--- src/hw/rtl/adlm_pkg.sv ---
// shared constants, types and helpers for the allow/deny list matcher
`timescale 1ns / 1ps
package adlm_pkg;

  localparam int MAX_ENTRIES = 64;
  localparam int NAME_BYTES  = 32;
  localparam int SEG_MAX     = NAME_BYTES - 1;
  localparam int IDX_W       = $clog2(MAX_ENTRIES);
  localparam int CNT_W       = $clog2(MAX_ENTRIES + 1);
  localparam int POS_W       = $clog2(NAME_BYTES);
  localparam int LEN_W       = $clog2(SEG_MAX + 1);
  localparam int ID_AW       = IDX_W + 1;
  localparam int NM_AW       = IDX_W + POS_W + 1;
  localparam int ID_W        = 64;

  typedef enum logic [2:0] {
    OP_SET_COUNT = 3'd0,
    OP_WRITE_ID  = 3'd1,
    OP_WRITE_CH  = 3'd2,
    OP_ID_QUERY  = 3'd3,
    OP_NAME_BYTE = 3'd4
  } opcode_t;

  localparam logic [1:0] VERDICT_NONE  = 2'b00;
  localparam logic [1:0] VERDICT_ALLOW = 2'b01;
  localparam logic [1:0] VERDICT_DENY  = 2'b11;

  localparam logic [7:0] CH_UPPER_A = 8'h41;
  localparam logic [7:0] CH_UPPER_Z = 8'h5a;
  localparam logic [7:0] CH_SLASH   = 8'h2f;
  localparam logic [7:0] CH_BSLASH  = 8'h5c;
  localparam logic [7:0] CH_CASE    = 8'h20;

  // request to the shared compare unit
  typedef struct packed {
    logic            wide;
    logic [ID_W-1:0] a;
    logic [ID_W-1:0] b;
  } cmp_req_t;

  function automatic logic [7:0] to_lower(input logic [7:0] c);
    if (c >= CH_UPPER_A && c <= CH_UPPER_Z) begin
      return c + CH_CASE;
    end
    return c;
  endfunction

endpackage

--- src/hw/rtl/adlm_cmp_unit.sv ---
// shared equality unit for id words and name bytes
`timescale 1ns / 1ps
module adlm_cmp_unit
  import adlm_pkg::*;
(
  input  cmp_req_t req,
  output logic     eq
);

  always_comb begin
    if (req.wide) begin
      eq = (req.a == req.b);
    end else begin
      eq = (req.a[7:0] == req.b[7:0]);
    end
  end

endmodule

--- config.mk ---
export PLATFORM = sky130hd
export DESIGN_NAME = adlm_cmp_unit
export DESIGN_NICKNAME = d
export VERILOG_FILES = /design/src/hw/rtl/adlm_pkg.sv /design/src/hw/rtl/adlm_cmp_unit.sv
export SDC_FILE = /design/constraint.sdc
export NUM_CORES = 1
export LEC_CHECK = 0
export ABC_AREA = 1
export BUFFER_PORTS_ARGS = -buffer_cell sky130_fd_sc_hd__buf_2
export CORE_AREA = 2 2 60 62
export DETAILED_ROUTE_END_ITERATION = 12
export DIE_AREA = 0 0 62 64
export PLACE_DENSITY = 0.84
export SLEW_MARGIN = 25
export SYNTH_ARGS = -nofsm -noshare
export SYNTH_HDL_FRONTEND = slang
export SYNTH_SLANG_ARGS = --single-unit
--- constraint.sdc ---
create_clock -name vclk -period 1.2
set_input_delay 0.24 -clock vclk [all_inputs]
set_output_delay 0.24 -clock vclk [all_outputs]
set_load 0.03 [all_outputs]
==> metrics.md, run 1 <==
| Metric | Value |
|---|---|
| Die height | roughly 64 um |
| VDD IR-drop max | 0.133 mV |
| Antenna cells | 0 |
| Grt ovf | 0 |
| Initial Utilization | 0.363 |
| DRT Wirelength | 3670 um |
| DIE WIDTH | 62 um |
| Wire per inst | roughly 8.0 um |
| WP data arrival | 1.18 ns |
| Outcome | finished with violations |
| HP Class | primary input to output pin |
| Area of the multi-input gates | ~940 sq um |
| Vias | 1891 |
| Hold Crit Endpoint | eq |
| First-pass GRT wire length | a little under 6000 um |
| Crit path launch | req[52] |
| PnR worst setup slack | -0.220 ns |
| FF+latch area | 0 sq um |
| Initial antenna violation count | 0 |
| Mapped Cells | 282 |
| Tcrit/Tclk final | 1.18 |
| Core area | 3280 sq um |
| Vias in the first global route | 1654 |
| Detail Placement HPWL | 3320 um |
| I/O Buffers | 130 |
| Setup CP Type | primary input to output pin |
| Drt pass-1 iters | 4 |
| Setup Viol. Count Final | 1 |
| Pwr dens | about 280 nW/um^2 |
| CP required | ~0.96 ns |
| Final Critical Period | ~1.4 ns |
| Gpl congestion | 0.768 |
| Layout cell share with drive strength beyond 1 | 0.386 |
| Yosys warns | 0 |
| Sequential-to-total area share from yosys stat | 0 |
| CP Capture Type | output pin |
| Worst-Margin Slew | about 0.15 ns |
| Antenna Violating Nets Remaining | 0 |
| Die area | slightly below 4000 sq um |
| Largest net degree at the start of global routing | 3 |
| Pre-CTS setup slack | -0.332 ns |
| Failing checks | negative setup slack |
| Via density | 4.10 |
| Max cap viols | 0 |
| Synth Net Count | 411 |
| Hold Buf Count CTS | 0 |
| Max FO, Critical Path | 2 |
| # nets final | 546 |
| Distinct cell type count after synthesis | 16 |
| Global-route usage over all layers | 0.177 |
| IO Pins | 130 |
| Final Hold Viols | 0 |
| Worst rel slew slack | 0.896 |
| Synth-to-Final Area Change | 71.7% |
| Filler cell count | 321 |
| Number of cell rows | 21 |
| Final Core Density | 0.623 |
| Remaining DRCs | 0 |
| Avg Cell Area, Syn | 4.22 sq um |
| Hold path cells | 6 |
| CP Launch Type | primary input |
| Slew Viols, Final | 0 |
| RSZ-0062 raised after global routing | true |
| FF+latch count | 0 |
| Lkg Pwr | about 0.0014 uW |
| CLK BUF | 0 |
| Initial DRC count | 41 |
| Mapped cell area | 1190 sq um |
| HP Start | req[128] |
| Max Fclk | 0.704 GHz |
## worst max path at each step
stage | end | depth (start not counted)
floorplan | eq | 10
global placement | eq | 12
detailed placement | eq | 12
CTS | eq | 12
global route | eq | 12
finish | eq | 11
## power by group
group | total (uW) | internal, uW | switching [uW]
clock | 0 | 0 | 0
sequential | 0 | 0 | 0
combinational | 568 | 315 | 252
total | 568 | 315 | 252
## cells by family (layout without fill, tap and decap cells)
family                 Yosys count  after routing  synth area share
AO/OA/AOI/OAI                    7              7            0.0315
AND/OR/NAND/NOR                188            188             0.640
XOR/XNOR                        13             13            0.0956
buffers and inverters           74            207             0.233
## stage by stage
step	instance area (sq um)	TNS (ns)	total power, uW	cells	hold WS (ns)
after floorplan	1190	0	252	282	0.676
after global placement	1920	-0.340	512	460	0.983
after detailed placement	1920	-0.332	528	460	0.990
after CTS	1970	-0.270	541	461	0.951
after global routing	2050	-0.361	655	461	0.991
final	2050	-0.220	568	461	0.950
## repair_timing
| item | in CTS | in global routing |
|---|---|---|
| resized for setup | 9 | 25 |
| setup endpoints to repair | 1 | 1 |
| pin swaps | 12 | 26 |
| buffers inserted | 1 | 0 |
## cells in the mapped netlist (all sizes together)
cell	n	share of area
inv	74	0.23
nand2	110	0.35
nand4	3	0.016
xor2	2	0.015
o22ai	2	0.011
nand3	9	0.042
nor2	56	0.18
o21ai	5	0.021
or2	10	0.053
xnor2	11	0.081
## critical path, cell delays in order
cell	delay, ns
buf_2	0.11
nor2_2	0.10
nor2_1	0.05
nor2_1	0.10
nand2_1	0.06
nor2_1	0.10
nand2_1	0.06
nor2_2	0.10
nand3_2	0.07
nand2_2	0.06
buf_6	0.12
## per-layer routing
layer | track usage | routed length, um | vias to the layer above
met1 | 0.182 | 1400 | 744
met3 | 0.0162 | 294 | 6
met5 | 0 | 0 | -
met4 | 0.0239 | 40 | 0
li1 | - | - | 1066
met2 | 0.365 | 1930 | 75
## placed cells by master, fill, tap and decap left out, types with 3 or more instances in the layout
cell type / Yosys / layout
or2_1: 5 / 5
nand2_1: 110 / 107
nor2_1: 53 / 46
buf_4: 0 / 3
nand2_2: 0 / 3
inv_2: 2 / 8
or2_2: 3 / 3
xnor2_1: 11 / 11
inv_1: 72 / 65
o21ai_0: 3 / 3
buf_6: 0 / 13
nand3_1: 8 / 7
nand4_1: 3 / 3
nor2_2: 3 / 10
buf_2: 0 / 116
## layout make-up
class,instances,area share
multi-input combinational,208,0.461
tap,46,0.0281
inverter,74,0.137
timing repair buffer,133,0.374
(Power assumes the default switching activity.)
==> run 2: changes to the inputs <==
- GPL_TIMING_DRIVEN: default -> 0
==> run 2 against run 1 <==
Hold slack got worse by 0.11 ns. Cell count fell by 0.43%. Critical path type unchanged. The flow still finishes with violations (negative setup slack). Largest power group unchanged. Maximum frequency rose by 0.71%. Non-clock buffer count fell by 2. Sequential share of layout area did not move.
==> metrics.md, run 2 (same netlist as run 1, synthesis figures left out) <==
| Metric | Value |
|---|---|
| Final Hold Viols | 0 (unchanged) |
| Outcome | finished with violations (unchanged) |
| Failing checks | negative setup slack (unchanged) |
| Largest net degree at the start of global routing | 3 (unchanged) |
| Hold_ws | 0.838 ns (was 0.950 ns) |
| Gpl congestion | 0.781 (was 0.768) |
| HP Start | req[128] (unchanged) |
| Lkg Pwr | 0.00139 uW (was 0.00141 uW) |
| Slew Viols, Final | 0 (unchanged) |
| Number of cell rows | 21 (unchanged) |
| DIE WIDTH | 62 um (unchanged) |
| FF+latch area | 0 sq um (unchanged) |
| Setup CP Type | primary input to output pin (unchanged) |
| PnR worst setup slack | -0.210 ns (was -0.220 ns) |
| HP Class | primary input to output pin (unchanged) |
| Pwr dens | 273 nW/um^2 (was 278 nW/um^2) |
| FF+latch count | 0 (unchanged) |
| Worst-Margin Slew | 0.161 ns (was 0.154 ns) |
| Setup Viol. Count Final | 1 (unchanged) |
| CLK BUF | 0 (unchanged) |
| Initial antenna violation count | 0 (unchanged) |
| I/O Buffers | 130 (unchanged) |
| Most common cell after layout, fill and taps aside | buf_2 (unchanged) |
| Vias | 1923 (was 1891) |
| Via density | 4.19 (was 4.10) |
| Wire per inst | 7.67 um (was 7.95 um) |
| Max cap viols | 0 (unchanged) |
| Grt ovf | 0 (unchanged) |
| RSZ-0062 raised after global routing | true (unchanged) |
| CP required | 0.96 ns (about the same) |
| Die height | 64 um (unchanged) |
| CP Capture Type | output pin (unchanged) |
| DRT Wirelength | 3520 um (was 3670 um) |
| Dpl cell area | 1900 sq um (was 1920 sq um) |
| Antenna Violating Nets Remaining | 0 (unchanged) |
| Max FO, Critical Path | 1 (was 2) |
| IO Pins | 130 (unchanged) |
| Commonest cells after routing, fill and taps aside | buf_2, nand2_1, inv_1 (unchanged) |
| Filler cell count | 332 (was 321) |
| First-pass GRT wire length | 5580 um (was 5760 um) |
| VDD IR-drop max | 0.150 mV (was 0.133 mV) |
| Remaining DRCs | 0 (unchanged) |
| Drt pass-1 iters | 4 (unchanged) |
| Worst rel slew slack | 0.891 (was 0.896) |
| Core area | 3280 sq um (unchanged) |
| Final Core Density | 0.592 (was 0.623) |
| Synth-to-Final Area Change | 63.3% (was 71.7%) |
| Area of the multi-input gates | 933 sq um (was 943 sq um) |
| # nets final | 544 (was 546) |
| Layout cell share with drive strength beyond 1 | 0.351 (was 0.386) |
| WP data arrival | 1.17 ns (was 1.18 ns) |
| Initial DRC count | 52 (was 41) |
| Post-route cell area | 1950 sq um (was 2050 sq um) |
| Initial Utilization | 0.363 (unchanged) |
| Detail Placement HPWL | 3300 um (was 3320 um) |
| Hold Crit Endpoint | eq (unchanged) |
| Antenna cells | 0 (unchanged) |
| PnR Total Power | 532 uW (was 568 uW) |
| Max Fclk | 0.709 GHz (was 0.704 GHz) |
| Die area | 3970 sq um (unchanged) |
| CP Launch Type | primary input (unchanged) |
| Final Critical Period | 1.41 ns (was 1.42 ns) |
| Vias in the first global route | 1628 (was 1654) |
| Tcrit/Tclk final | 1.17 (was 1.18) |
| Global-route usage over all layers | 0.169 (was 0.177) |
| Hold path cells | 5 (was 6) |
run 2: cell types whose count changed in the layout (fill, tap and decap cells not counted), sizes merged:
cell	delta
buf	-2
run 2: worst max-delay path by stage:
stage / startpoint / endpoint / slack, ns
after floorplan: req[7] / eq / 0.002
final: req[126] / eq / -0.21
after CTS: req[28] / eq / -0.25
after global routing: req[18] / eq / -0.35
after detailed placement: req[28] / eq / -0.31
after global placement: req[28] / eq / -0.30
run 2: metal layers:
layer | GRT usage | vias up | share of wire
li1 | - | 1063 | -
met1 | 0.178 | 783 | 0.40
met2 | 0.349 | 73 | 0.52
met3 | 0.00607 | 4 | 0.075
met4 | 0.0266 | 0 | 0.0074
met5 | 0 | - | 0
run 2: what timing repair did:
action	CTS	global route
buffers inserted	1	0
gates resized for setup	3	5
pin swaps	3	6
endpoints found under the setup margin	1	1
hold buffers	0	0
run 2: through the flow:
step / TNS [ns] / worst slack, ns / cells
after floorplan: 0 / 0.00243 / 282
after global placement: -0.305 / -0.305 / 458
after detailed placement: -0.315 / -0.315 / 458
after CTS: -0.254 / -0.254 / 459
after global routing: -0.348 / -0.348 / 459
final: -0.210 / -0.210 / 459
run 2: critical path, cell delays in order:
cell,delay (ns)
buf_2,0.12
xnor2_2,0.18
nand2_1,0.08
nor2_1,0.10
nand2_1,0.08
nor2_2,0.09
nand3_2,0.08
nand2_2,0.06
buf_6,0.12
run 2: power breakdown:
part	total (uW)	switching [uW]	internal, uW
clock network	0	0	0
logic	532	244	288
registers	0	0	0
run 2: layout make-up:
type               instances  area share
well taps                 46      0.0296
inverters                 74       0.143
multi-input cells        208       0.480
repair buffers           131       0.348
==> run 3: changes to the inputs <==
- BUFFER_PORTS_ARGS: -buffer_cell sky130_fd_sc_hd__buf_2 -> default
- CORE_AREA: 2 2 60 62 -> 2 2 51 53
- DIE_AREA: 0 0 62 64 -> 0 0 53 55
- DONT_BUFFER_PORTS: default -> 1
- PLACE_DENSITY: 0.84 -> 0.66
- REMOVE_ABC_BUFFERS: default -> 1
==> run 3 against run 2 <==
The flow still finishes with violations (negative setup slack). Routed wire length down 23%. Utilization down 4.2 points. Global-route usage up 0.18 points. Via count down 28%. Maximum frequency up 8.7%. Setup slack better by 0.11 ns. Critical path type unchanged. Largest power group unchanged.
==> metrics.md, run 3 (same netlist as run 1, synthesis figures left out) <==
| Metric | Value |
|---|---|
| Wire per inst | 8.61 um (was 7.67 um) |
| Clk pwr share | 0 (about the same) |
| WP data arrival | 1.06 ns (was 1.17 ns) |
| Final Critical Period | 1.30 ns (was 1.41 ns) |
| Initial DRC count | 17 (was 52) |
| Most frequent CP cell | nor2_1 (was nand2_1) |
| Post-route cell area | 1300 sq um (was 1950 sq um) |
| Area of the multi-input gates | 976 sq um (was 933 sq um) |
| Detail Placement HPWL | 2500 um (was 3300 um) |
| Global-route usage over all layers | 0.171 (was 0.169) |
| Max cap viols | 0 (unchanged) |
| Setup CP Type | primary input to output pin (unchanged) |
| DIE WIDTH | 53 um (was 62 um) |
| Drt pass-1 iters | 4 (unchanged) |
| Filler cell count | 292 (was 332) |
| Switching Share | 0.493 (was 0.458) |
| IO Pins | 130 (unchanged) |
| Switch Pwr | 147 uW (was 244 uW) |
| HP Class | primary input to output pin (unchanged) |
| CP Launch Type | primary input (unchanged) |
| # nets final | 414 (was 544) |
| CP delay by family, top | simple AND/OR/NAND/NOR gates (unchanged) |
| Crit path buf inv count | 0 (was 2) |
| I/O Buffers | 0 (was 130) |
| Lkg Pwr | 0.000862 uW (was 0.00139 uW) |
| Vias | 1388 (was 1923) |
| Synth-to-Final Area Change | 9.24% (was 63.3%) |
| VDD IR-drop max | 0.138 mV (was 0.150 mV) |
| Die area | 2920 sq um (was 3970 sq um) |
| Remaining DRCs | 0 (unchanged) |
| Setup Viol. Count Final | 1 (unchanged) |
| Die height | 55 um (was 64 um) |
| CP Capture Type | output pin (unchanged) |
| Vias in the first global route | 1211 (was 1628) |
| First-pass GRT wire length | 3990 um (was 5580 um) |
| CLK BUF | 0 (unchanged) |
| Max FO, Critical Path | 2 (was 1) |
| Tcrit/Tclk final | 1.08 (was 1.17) |
| Core area | 2360 sq um (was 3280 sq um) |
| Most common cell after layout, fill and taps aside | nand2_1 (was buf_2) |
| Largest net degree at the start of global routing | 3 (unchanged) |
| Pint | 151 uW (was 288 uW) |
| Antenna cells | 0 (unchanged) |
| CP required | 0.96 ns (about the same) |
| Grt ovf | 0 (unchanged) |
| Number of cell rows | 18 (was 21) |
| Outcome | finished with violations (unchanged) |
| Failing checks | negative setup slack (unchanged) |
| Final Hold Viols | 0 (unchanged) |
| Layout cell share with drive strength beyond 1 | 0.127 (was 0.351) |
| Worst-Margin Slew | 0.172 ns (was 0.161 ns) |
| RSZ-0062 raised after global routing | true (unchanged) |
| CP max-delay cell | nor2_2 (was xnor2_2) |
| Max Fclk | 0.771 GHz (was 0.709 GHz) |
| PnR worst setup slack | -0.0972 ns (was -0.210 ns) |
| Power share of the combinational group | 1.000 (about the same) |
| Worst rel slew slack | 0.885 (was 0.891) |
| Antenna Violating Nets Remaining | 0 (unchanged) |
| Gpl congestion | 0.796 (was 0.781) |
| Commonest cells after routing, fill and taps aside | nand2_1, inv_1, nor2_1 (was buf_2, nand2_1, inv_1) |
| Via density | 4.43 (was 4.19) |
| FF+latch area | 0 sq um (unchanged) |
| Crit path largest cell delay | 0.12 ns (was 0.18 ns) |
| Flop pwr share | 0 (about the same) |
| Final Core Density | 0.550 (was 0.592) |
| Pwr dens | 228 nW/um^2 (was 273 nW/um^2) |
| Hold Buf Count CTS | 0 (unchanged) |
| Crit-path cells | nor2_1 > nor2_1 > nor2_1 > nand2_1 > nor2_2 > nand2_1 > nor2_2 > nand3_2 > nand2_4 (was buf_2 > xnor2_2 > nand2_1 > nor2_1 > nand2_1 > nor2_2 > nand3_2 > nand2_2 > buf_6) |
| Initial antenna violation count | 0 (unchanged) |
| Initial Utilization | 0.504 (was 0.363) |
| Slew Viols, Final | 0 (unchanged) |
| Dpl cell area | 1230 sq um (was 1900 sq um) |
| FF+latch count | 0 (unchanged) |
| DRT Wirelength | 2700 um (was 3520 um) |
[run 3: cell types whose count changed in the layout (fill, tap and decap cells not counted), sizes merged]
cell / delta
buf: -130
[run 3: repair_timing]
item | CTS | global route
setup endpoints to repair | 1 | 1
gates resized for setup | 3 | 31
pin swaps | 1 | 40
setup buffers | 0 | 1
[run 3: routing by layer]
metal  share of wire  vias up  wire (um)  track usage
li1                -      799          -            -
met1            0.37      518        992        0.189
met2            0.51       69       1390        0.346
met3            0.11        2        302       0.0242
met4          0.0048        0         13       0.0342
met5               0        -          0            0
[run 3: layout make-up]
cell class	count	area share
Inverter	74	0.215
Timing Repair Buffer	1	0.00577
Tap cell	30	0.0288
Multi-Input combinational cell	208	0.750
[run 3: path summary, 6_finish.rpt]
path              startpoint  endpoint  slack, ns  cells past startpoint
setup / recovery      req[1]        eq       -0.1                      9
hold / removal      req[128]        eq       0.69                      3
[run 3: power groups by stage]
stage,Clock [uW],Sequential (uW),Combinational [uW]
2_1_floorplan,0,0,252
3_3_place_gp,0,0,280
3_5_place_dp,0,0,285
4_1_cts,0,0,286
5_1_grt,0,0,359
6_report,0,0,297
[run 3: per-stage QoR]
| stage | TNS [ns] | power [uW] | setup slack (ns) | cells | hold slack, ns |
|---|---|---|---|---|---|
| after floorplan | -0.0534 | 252 | -0.0534 | 282 | 0.724 |
| after global placement | -0.171 | 280 | -0.171 | 312 | 0.742 |
| after detailed placement | -0.163 | 285 | -0.163 | 312 | 0.743 |
| after CTS | -0.0881 | 286 | -0.0881 | 312 | 0.678 |
| after global routing | -0.186 | 359 | -0.186 | 313 | 0.711 |
| final | -0.0972 | 297 | -0.0972 | 313 | 0.686 |
